**src/hdl/ed_pkg.sv**
```systemverilog
`timescale 1ns / 1ps
// ----------------------------------------------------------------------------
// ed_pkg
// shared types and constants of the edit distance engine
// ----------------------------------------------------------------------------
package ed_pkg;

   localparam int SYM_W  = 8;
   localparam int OP_W   = 2;
   localparam int DIST_W = 7;

   localparam logic [OP_W-1:0] OP_APPEND_FIRST  = 2'd0;
   localparam logic [OP_W-1:0] OP_APPEND_SECOND = 2'd1;
   localparam logic [OP_W-1:0] OP_COMPUTE       = 2'd2;

   localparam logic [DIST_W-1:0] OVERFLOW_DISTANCE = 7'd100;

   // register index carried in csr address bit 2
   localparam logic REG_TRANSPOSITION = 1'b0;

   // one row of the wavefront travelling from a cell to its right neighbour
   typedef struct packed {
      logic              valid;
      logic              first;  // row one, no row two back yet
      logic              last;   // last row of the first string
      logic [SYM_W-1:0]  sym;    // symbol of this row
      logic [SYM_W-1:0]  psym;   // symbol of the row above
      logic [DIST_W-1:0] val;    // score of this row at the sender's column
      logic [DIST_W-1:0] diag;   // score of the row above, one column left
   } cell_link_type;

endpackage

```
**src/hdl/ed_cell.sv**
```systemverilog
`timescale 1ns / 1ps
// ----------------------------------------------------------------------------
// ed_cell
// one column of the edit distance wavefront
// ----------------------------------------------------------------------------
module ed_cell import ed_pkg::*; #(
   parameter int COL = 1
) (
   input  logic               clock,
   input  logic               reset,
   input  logic               tr_en,
   input  logic               init,
   input  logic               load_en,
   input  logic [SYM_W-1:0]   load_sym,
   input  logic [SYM_W-1:0]   prev_b,
   output logic [SYM_W-1:0]   b,
   input  cell_link_type      link_w,
   output cell_link_type      link_e
);

   localparam logic [DIST_W-1:0] COL_VAL    = DIST_W'(COL);
   localparam logic [DIST_W-1:0] COL_M1_VAL = DIST_W'(COL - 1);
   localparam logic              HAS_LEFT2  = (COL > 1);

   logic [SYM_W-1:0]  b_ff;
   cell_link_type     link_ff, link_in;
   logic [DIST_W-1:0] left_prev_ff;   // score one row up, one column left
   logic [DIST_W-1:0] twoback_ff;     // score two rows up, two columns left

   logic [DIST_W-1:0] cost, up1, left1, diag_c, tw1, best;
   logic              swap_ok;

   always_comb begin
      cost    = (link_w.sym != b_ff) ? DIST_W'(1) : DIST_W'(0);
      up1     = link_ff.val + DIST_W'(1);
      left1   = link_w.val + DIST_W'(1);
      diag_c  = left_prev_ff + cost;
      tw1     = twoback_ff + DIST_W'(1);
      swap_ok = tr_en && HAS_LEFT2 && !link_w.first
                && (link_w.sym == prev_b) && (link_w.psym == b_ff);
      best = (up1 < left1) ? up1 : left1;
      if (diag_c < best) best = diag_c;
      if (swap_ok && (tw1 < best)) best = tw1;

      link_in = link_ff;
      // a new compute flushes any rows of the previous one still in the chain
      link_in.valid = link_w.valid && !init && !reset;
      if (init) begin
         link_in.val = COL_VAL;
      end else if (link_w.valid) begin
         link_in.first = link_w.first;
         link_in.last  = link_w.last;
         link_in.sym   = link_w.sym;
         link_in.psym  = link_w.psym;
         link_in.val   = best;
         link_in.diag  = left_prev_ff;
      end
   end

   always_ff @(posedge clock) begin
      if (load_en) b_ff <= load_sym;
      link_ff <= link_in;
      if (init) begin
         left_prev_ff <= COL_M1_VAL;
      end else if (link_w.valid) begin
         left_prev_ff <= link_w.val;
         twoback_ff   <= link_w.diag;
      end
   end

   assign b      = b_ff;
   assign link_e = link_ff;

endmodule

```
**src/hdl/ed_array.sv**
```systemverilog
`timescale 1ns / 1ps
// ----------------------------------------------------------------------------
// ed_array
// chain of column cells holding the second string, with result pick-off
// ----------------------------------------------------------------------------
module ed_array import ed_pkg::*; #(
   parameter int MAX_LEN = 32,
   parameter int CNT_W   = 6
) (
   input  logic               clock,
   input  logic               reset,
   input  logic               tr_en,
   input  logic               init,
   input  logic               load_en,
   input  logic [CNT_W-1:0]   load_idx,
   input  logic [SYM_W-1:0]   load_sym,
   input  logic [CNT_W-1:0]   sel_len,
   input  cell_link_type      feed,
   output logic               done,
   output logic [DIST_W-1:0]  done_val
);

   cell_link_type    link [MAX_LEN+1];
   logic [SYM_W-1:0] b_bus [MAX_LEN];
   logic [MAX_LEN-1:0] hit;

   assign link[0] = feed;

   for (genvar c = 0; c < MAX_LEN; c++) begin : g_cell
      logic [SYM_W-1:0] prev_b;
      if (c == 0) begin : g_edge
         assign prev_b = '0;
      end else begin : g_inner
         assign prev_b = b_bus[c-1];
      end

      ed_cell #(.COL(c + 1)) u_cell (
         .clock    (clock),
         .reset    (reset),
         .tr_en    (tr_en),
         .init     (init),
         .load_en  (load_en && (load_idx == CNT_W'(c))),
         .load_sym (load_sym),
         .prev_b   (prev_b),
         .b        (b_bus[c]),
         .link_w   (link[c]),
         .link_e   (link[c+1])
      );

      assign hit[c] = (sel_len == CNT_W'(c + 1)) && link[c+1].valid && link[c+1].last;
   end

   // and-or pick of the column that matches the second string's length
   always_comb begin
      done     = 1'b0;
      done_val = '0;
      for (int c = 0; c < MAX_LEN; c++) begin
         done     = done | hit[c];
         done_val = done_val | (link[c+1].val & {DIST_W{hit[c]}});
      end
   end

endmodule

```
**src/hdl/edit_distance_engine.sv**
```systemverilog
`timescale 1ns / 1ps
// ----------------------------------------------------------------------------
// edit_distance_engine
// restricted damerau-levenshtein distance between two loaded byte strings
// ----------------------------------------------------------------------------
// Items on the req stream either append a byte to the first or second string
// or ask for the distance. An append gives no result. A compute gives one
// result item and clears both strings. The distance comes from a row of
// MAX_LEN column cells, one per symbol of the second string; the first string
// is fed in one symbol per cycle and each row ripples through the chain as a
// diagonal wavefront, so the run time of a compute is set by the length of
// that wavefront. A compute with an empty string or an overflowed string
// (more than MAX_LEN appends) bypasses the chain and goes straight to the
// result wait state (100 on overflow). The block takes one item at a time:
// req_tready is low from a compute until its result has moved into the rsp
// output register. Transposition counting is switched by the register at csr
// address 0 (reset 1).
// ----------------------------------------------------------------------------
module edit_distance_engine import ed_pkg::*; #(
   parameter int MAX_LEN = 32
) (
   input  logic        clock,
   input  logic        reset,
   // req item: [1:0] operation, [9:2] symbol, [15:10] zero
   input  logic        req_tvalid,
   output logic        req_tready,
   input  logic [15:0] req_tdata,
   // rsp item: [6:0] distance, [7] zero
   output logic        rsp_tvalid,
   input  logic        rsp_tready,
   output logic [7:0]  rsp_tdata,
   // register port
   input  logic        csr_psel,
   input  logic        csr_penable,
   input  logic        csr_pwrite,
   input  logic [2:0]  csr_paddr,
   input  logic [31:0] csr_pwdata,
   output logic [31:0] csr_prdata,
   output logic        csr_pready
);

   localparam int CNT_W = $clog2(MAX_LEN + 1);
   localparam int IDX_W = (MAX_LEN > 1) ? $clog2(MAX_LEN) : 1;
   localparam logic [CNT_W-1:0] FULL = CNT_W'(MAX_LEN);

   typedef enum logic [2:0] {
      ST_IDLE = 3'b001,
      ST_RUN  = 3'b010,
      ST_WAIT = 3'b100
   } state_type;

   state_type state_ff, state_in;

   logic              tr_en_ff;
   logic [CNT_W-1:0]  a_cnt_ff, b_cnt_ff;
   logic              a_ovf_ff, b_ovf_ff;
   logic [SYM_W-1:0]  a_mem_ff [MAX_LEN];
   logic [CNT_W-1:0]  la_ff, lb_ff;
   logic [CNT_W-1:0]  rd_ff;
   logic [SYM_W-1:0]  prev_a_ff;
   cell_link_type     feed_ff;
   logic [DIST_W-1:0] res_ff;
   logic              rsp_valid_ff;
   logic [DIST_W-1:0] rsp_data_ff;

   logic [OP_W-1:0]   req_op;
   logic [SYM_W-1:0]  req_sym;
   logic              acc, app_a, app_b, do_comp, start_run;
   logic              done;
   logic [DIST_W-1:0] done_val;
   logic              rsp_load;
   logic              csr_wr;
   logic [SYM_W-1:0]  a_sym;

   // ---------------- register port ----------------
   assign csr_pready = 1'b1;
   assign csr_wr = csr_psel && csr_penable && csr_pwrite && csr_pready;
   assign csr_prdata = (csr_paddr[2] == REG_TRANSPOSITION) ? {31'd0, tr_en_ff} : 32'd0;

   always_ff @(posedge clock) begin
      if (reset) begin
         tr_en_ff <= 1'b1;
      end else if (csr_wr && (csr_paddr[2] == REG_TRANSPOSITION)) begin
         tr_en_ff <= csr_pwdata[0];
      end
   end

   // ---------------- item decode ----------------
   assign req_op  = req_tdata[1:0];
   assign req_sym = req_tdata[9:2];
   assign req_tready = (state_ff == ST_IDLE);
   assign acc     = req_tvalid && req_tready;
   assign app_a   = acc && (req_op == OP_APPEND_FIRST);
   assign app_b   = acc && (req_op == OP_APPEND_SECOND);
   assign do_comp = acc && (req_op == OP_COMPUTE);
   // chain only runs when both strings hold symbols and neither overflowed
   assign start_run = do_comp && !a_ovf_ff && !b_ovf_ff
                      && (a_cnt_ff != '0) && (b_cnt_ff != '0);

   // ---------------- string loading ----------------
   always_ff @(posedge clock) begin
      if (app_a && (a_cnt_ff < FULL)) a_mem_ff[a_cnt_ff[IDX_W-1:0]] <= req_sym;
      if (reset || do_comp) begin
         a_cnt_ff <= '0;
         b_cnt_ff <= '0;
         a_ovf_ff <= 1'b0;
         b_ovf_ff <= 1'b0;
      end else begin
         if (app_a) begin
            if (a_cnt_ff < FULL) a_cnt_ff <= a_cnt_ff + CNT_W'(1);
            else a_ovf_ff <= 1'b1;
         end
         if (app_b) begin
            if (b_cnt_ff < FULL) b_cnt_ff <= b_cnt_ff + CNT_W'(1);
            else b_ovf_ff <= 1'b1;
         end
      end
   end

   // ---------------- row feed into the first cell ----------------
   assign a_sym = a_mem_ff[rd_ff[IDX_W-1:0]];

   always_ff @(posedge clock) begin
      if (start_run) begin
         la_ff <= a_cnt_ff;
         lb_ff <= b_cnt_ff;
         rd_ff <= '0;
      end else if (feed_ff.valid || (state_ff == ST_RUN && rd_ff < la_ff)) begin
         if (rd_ff < la_ff) rd_ff <= rd_ff + CNT_W'(1);
      end
      feed_ff.valid <= (state_ff == ST_RUN) && (rd_ff < la_ff) && !reset;
      if ((state_ff == ST_RUN) && (rd_ff < la_ff)) begin
         feed_ff.first <= (rd_ff == '0);
         feed_ff.last  <= ((rd_ff + CNT_W'(1)) == la_ff);
         feed_ff.sym   <= a_sym;
         feed_ff.psym  <= prev_a_ff;
         feed_ff.val   <= DIST_W'(rd_ff) + DIST_W'(1);  // left edge score
         feed_ff.diag  <= DIST_W'(rd_ff);
         prev_a_ff     <= a_sym;
      end
   end

   ed_array #(
      .MAX_LEN (MAX_LEN),
      .CNT_W   (CNT_W)
   ) u_array (
      .clock    (clock),
      .reset    (reset),
      .tr_en    (tr_en_ff),
      .init     (start_run),
      .load_en  (app_b && (b_cnt_ff < FULL)),
      .load_idx (b_cnt_ff),
      .load_sym (req_sym),
      .sel_len  (lb_ff),
      .feed     (feed_ff),
      .done     (done),
      .done_val (done_val)
   );

   // ---------------- control ----------------
   // result moves to the output register once that slot is free
   assign rsp_load = (state_ff == ST_WAIT) && (!rsp_valid_ff || rsp_tready);

   always_comb begin
      state_in = state_ff;
      unique case (state_ff)
         ST_IDLE: begin
            if (start_run) state_in = ST_RUN;
            else if (do_comp) state_in = ST_WAIT;
         end
         ST_RUN: begin
            if (done) state_in = ST_WAIT;
         end
         ST_WAIT: begin
            if (rsp_load) state_in = ST_IDLE;
         end
         default: state_in = ST_IDLE;
      endcase
   end

   always_ff @(posedge clock) begin
      if (reset) state_ff <= ST_IDLE;
      else state_ff <= state_in;
   end

   always_ff @(posedge clock) begin
      if (do_comp) begin
         // overflow and empty-string answers skip the chain
         if (a_ovf_ff || b_ovf_ff) res_ff <= OVERFLOW_DISTANCE;
         else res_ff <= DIST_W'(a_cnt_ff) + DIST_W'(b_cnt_ff);
      end else if ((state_ff == ST_RUN) && done) begin
         res_ff <= done_val;
      end
   end

   // ---------------- output register ----------------
   always_ff @(posedge clock) begin
      if (rsp_load) rsp_data_ff <= res_ff;
      if (reset) rsp_valid_ff <= 1'b0;
      else if (rsp_load) rsp_valid_ff <= 1'b1;
      else if (rsp_tready) rsp_valid_ff <= 1'b0;
   end

   assign rsp_tvalid = rsp_valid_ff;
   assign rsp_tdata  = {1'b0, rsp_data_ff};

endmodule

```
**config.mk**
```make
export PLATFORM = sky130hd
export DESIGN_NAME = edit_distance_engine
export DESIGN_NICKNAME = d
export VERILOG_FILES = /design/src/hdl/ed_pkg.sv /design/src/hdl/ed_cell.sv /design/src/hdl/ed_array.sv /design/src/hdl/edit_distance_engine.sv
export SDC_FILE = /design/constraint.sdc
export NUM_CORES = 2
export LEC_CHECK = 0
export BUFFER_PORTS_ARGS = -buffer_cell sky130_fd_sc_hd__buf_2
export CAP_MARGIN = 10
export CORE_MARGIN = 3
export CORE_UTILIZATION = 55
export DETAILED_ROUTE_END_ITERATION = 6
export GPL_TIMING_DRIVEN = 0
export PLACE_DENSITY = 0.82
export SLEW_MARGIN = 20
export SYNTH_ARGS = -nofsm -noshare
export SYNTH_HDL_FRONTEND = slang
export SYNTH_SLANG_ARGS = --single-unit
```
**constraint.sdc**
```tcl
create_clock -name clock -period 9.65 [get_ports clock]
set_input_delay 1.93 -clock clock [delete_from_list [all_inputs] [get_ports clock]]
set_output_delay 1.93 -clock clock [all_outputs]
set_load 0.01 [all_outputs]
```
==> qor.yml <==
status:
  status: "finished, final reports clean"
sta:
  fin_tns_setup_ps: 0
  min_period_ps: 8050
  fin_crit_sh: 0.834
  hold_viol_final: 0
  slew_headroom: 0.184
  finalMaxSlewViolations: 0
  clock_skew_ps: 81.9
  grt_setup_unrepaired: "no"
  fmax_mhz: 124
  setup_viol: 0
  worst_pin_slew_ps: 1220
placement:
  portBuffers: 27
  dpl.cell_count: 12086
  place.gp.congestion: 1.03
  hpwlAfterDp_mm: 276
clocking:
  clk_latency_ps: 930
  cts_setup_buffers: 0
  clkSinkCount: 2062
  cts_hold_buf: 0
  cts_resized: 0
  cts.htree.levels: 4
  clkTransAtPathRegs_ps: 60
  cts_tree: "built"
  clockBufferDepth: 3
  cts_made_buffers: 211
  cts_root_buf: "clkbuf_16"
logic_synthesis:
  synthesis.area_um2: 110000
  syn_inst: 9351
  ys_top_cells_by_count: "edfxtp_1, xor2_1, ha_1"
  synth_edf_count: 1556
  synth_area_leader_cell: "edfxtp_1"
  synth.area.top_cells: "edfxtp_1, dfxtp_1, ha_1"
  yosys_register_bits: 2062
  yosys_warnings: 0
  synth_top_area_share: 0.426
  yosysUniqueCellTypes: 118
  yosysMostFrequentCell: "edfxtp_1"
  synth-main-ff-cell: "edfxtp_1"
  synthArstFlopShare: 0
  yosysSeqAreaShare: 0.518
  syn_area_per_cell_um2: 11.7
hold_path:
  hp-start: "u_array.g_cell[11].u_cell.link_e[5]"
  hold_path.class: "reg -> reg"
  hold_end: "u_array.g_cell[12].u_cell.twoback_ff[5]"
  hold_path_depth: 0
route:
  drc: 0
  viasPerCell: 6.45
  first_pass_iters: 6
  drt_iter0_markers: 9634
  drt-total-wl_mm: 363
  routedWlPerCell_um: 29.1
  route.vias.total: 80595
  postRouteAntennaNets: 0
final_layout:
  nets: 10438
  fin_util: 0.613
  syn2layout_area_growth_pct: 10.5
  fin_cells: 12495
  drive_gt1_frac: 0.0861
worst_setup_path:
  timing.rr.end: "u_array.g_cell[2].u_cell.link_e[7]"
  crit_required_ps: 10420
  cp_slowest_stage_delay_ps: 630
  cp-start-kind: "register"
  reg2reg_from: "u_array.g_cell[1].u_cell.link_e[8]"
  cpMaxStageDelayCell: "dfxtp_1"
  crit_fanout: 7
  r2r.worst_path.cells: 28
  reg2reg_slack_ps: 1600
  critPathArrivalTime_ps: 8820
  critical_path_class: "reg -> reg"
  worst_setup_path_end_kind: "register"
pwr:
  ir_drop_mv: 0.241
  p_leak_nw: 44.8
  power_density_nw_per_um2: 186
flow_run:
  cap_violations: 0
grt:
  antenna_found_initial: 24
  grt_max_degree: 43
  grt_first_pass_wirelength_mm: 525
  overflow: 0
  grt_usage: 0.346
  grt_pass1_vias: 78361
floorplanning:
  core_um2: 198000
  fp.dieH_um: 453
  num_rows: 163
  start_util: 0.555
  die_w_um: 453
  io_pins: 101
  fp.dieArea_um2: 205000
layout by cell type, fill, tap and decap left out, types with 57 or more instances in the layout:
| master | count |
|---|---|
| clkbuf_1 | 146 |
| and3_1 | 134 |
| buf_2 | 116 |
| nand3_1 | 415 |
| nor4_1 | 146 |
| ha_1 | 720 |
| a21oi_1 | 410 |
| inv_1 | 448 |
| o21ai_0 | 217 |
| nor3_1 | 139 |
| buf_4 | 57 |
| xor2_1 | 738 |
| o21a_1 | 94 |
| dfxtp_1 | 506 |
| clkbuf_16 | 212 |
| o211ai_1 | 82 |
| a21o_1 | 120 |
| mux4_2 | 81 |
| edfxtp_1 | 1556 |
| nand2b_1 | 62 |
| nor2_1 | 507 |
| nand4_1 | 220 |
| nand2_1 | 527 |
| and2_1 | 62 |
| xnor2_1 | 518 |
| a211oi_1 | 88 |
| mux2i_1 | 427 |
worst max path at each step:
stage                                              from                              endpoint  cells after the start
floorplan            u_array.g_cell[2].u_cell.link_e[8]   u_array.g_cell[3].u_cell.link_e[12]                     23
global placement    u_array.g_cell[30].u_cell.link_e[8]  u_array.g_cell[31].u_cell.link_e[10]                     25
detailed placement   u_array.g_cell[1].u_cell.link_e[8]    u_array.g_cell[2].u_cell.link_e[7]                     28
CTS                  u_array.g_cell[1].u_cell.link_e[8]    u_array.g_cell[2].u_cell.link_e[7]                     28
global route         u_array.g_cell[3].u_cell.link_e[8]    u_array.g_cell[4].u_cell.link_e[8]                     27
finish               u_array.g_cell[1].u_cell.link_e[8]    u_array.g_cell[2].u_cell.link_e[7]                     28
report_power, final:
group          internal, mW  switching, mW  total, mW  leakage [nW]
clock network          4.69           3.73       8.42          3.43
logic                  1.67           2.56       4.23          23.3
registers              9.59          0.279       9.87          18.0
total                  16.0           6.57       22.5          44.8
flip-flops by register name, summed over array words and instances, names as in the netlist:
name,count
feed_ff,26
u_array.g_cell.u_cell.link_e,1032
rd_ff,6
tr_en_ff,1
u_array.g_cell.u_cell.b,256
la_ff,6
lb_ff,6
rsp_tvalid,1
b_ovf_ff,1
u_array.g_cell.u_cell.twoback_ff,217
b_cnt_ff,6
res_ff,7
a_ovf_ff,1
a_cnt_ff,6
state_ff,3
u_array.g_cell.u_cell.left_prev_ff,224
a_mem_ff,256
rsp_data_ff,7
metal layers:
metal  up-vias  track usage  share of wire  wire length, µm
met1     39579        0.459           0.39           142000
met3      1033       0.0662          0.099            35900
li1      35438            -              -                -
met2      4539        0.537           0.45           162000
met5         -            0        0.00013               46
met4         6        0.194          0.064            23200
cells by family (layout without fill, tap and decap cells):
kind of cell               count (synthesis)  after routing  share of synthesized area
and+or+nand+nor                         2498           2498                      0.116
DFF                                     2062           2062                      0.518
AOI/OAI and AO/OA                       1499           1499                     0.0932
xor gates and xnor gates                1256           1256                      0.100
buffers and inverters                    751           1211                     0.0288
adders and majority gates                721            721                     0.0823
muxes                                    562            562                     0.0613
other                                      2             46                  0.0000684
area by class of cell:
cell class,count,area [µm²]
diodes,13,32.5
plain buffers,284,1420
clock buffers,254,5510
clock inverters,142,1640
fillers,15232,76500
inverters,467,1750
multi-input cells,6569,50100
flip-flops and latches,2062,56900
well taps,2640,3300
repair buffers,64,738
stage by stage:
| stage | setup slack, ps | hold slack [ps] | cell area, µm² | power [mW] |
|---|---|---|---|---|
| 4_1_cts | 1760 | 396 | 121000 | 22.4 |
| 6_report | 1600 | 406 | 121000 | 22.5 |
| 3_5_place_dp | 1760 | 405 | 114000 | 14.1 |
| 3_3_place_gp | 1720 | 401 | 113000 | 14.0 |
| 2_1_floorplan | 3520 | 400 | 110000 | 12.9 |
| 5_1_grt | 1250 | 408 | 121000 | 23.3 |
worst max-delay path: cells and delay by family (launching register included):
family / cells / cell delay (ps)
XOR/XNOR: 1 / 340
buffers and inverters: 4 / 660
multiplexers: 2 / 620
AO/OA/AOI/OAI: 14 / 3390
adder cells (fa/ha/maj): 4 / 1290
flip-flops: 1 / 630
AND/OR/NAND/NOR: 3 / 1030
Power figures use the tool's default switching activity.
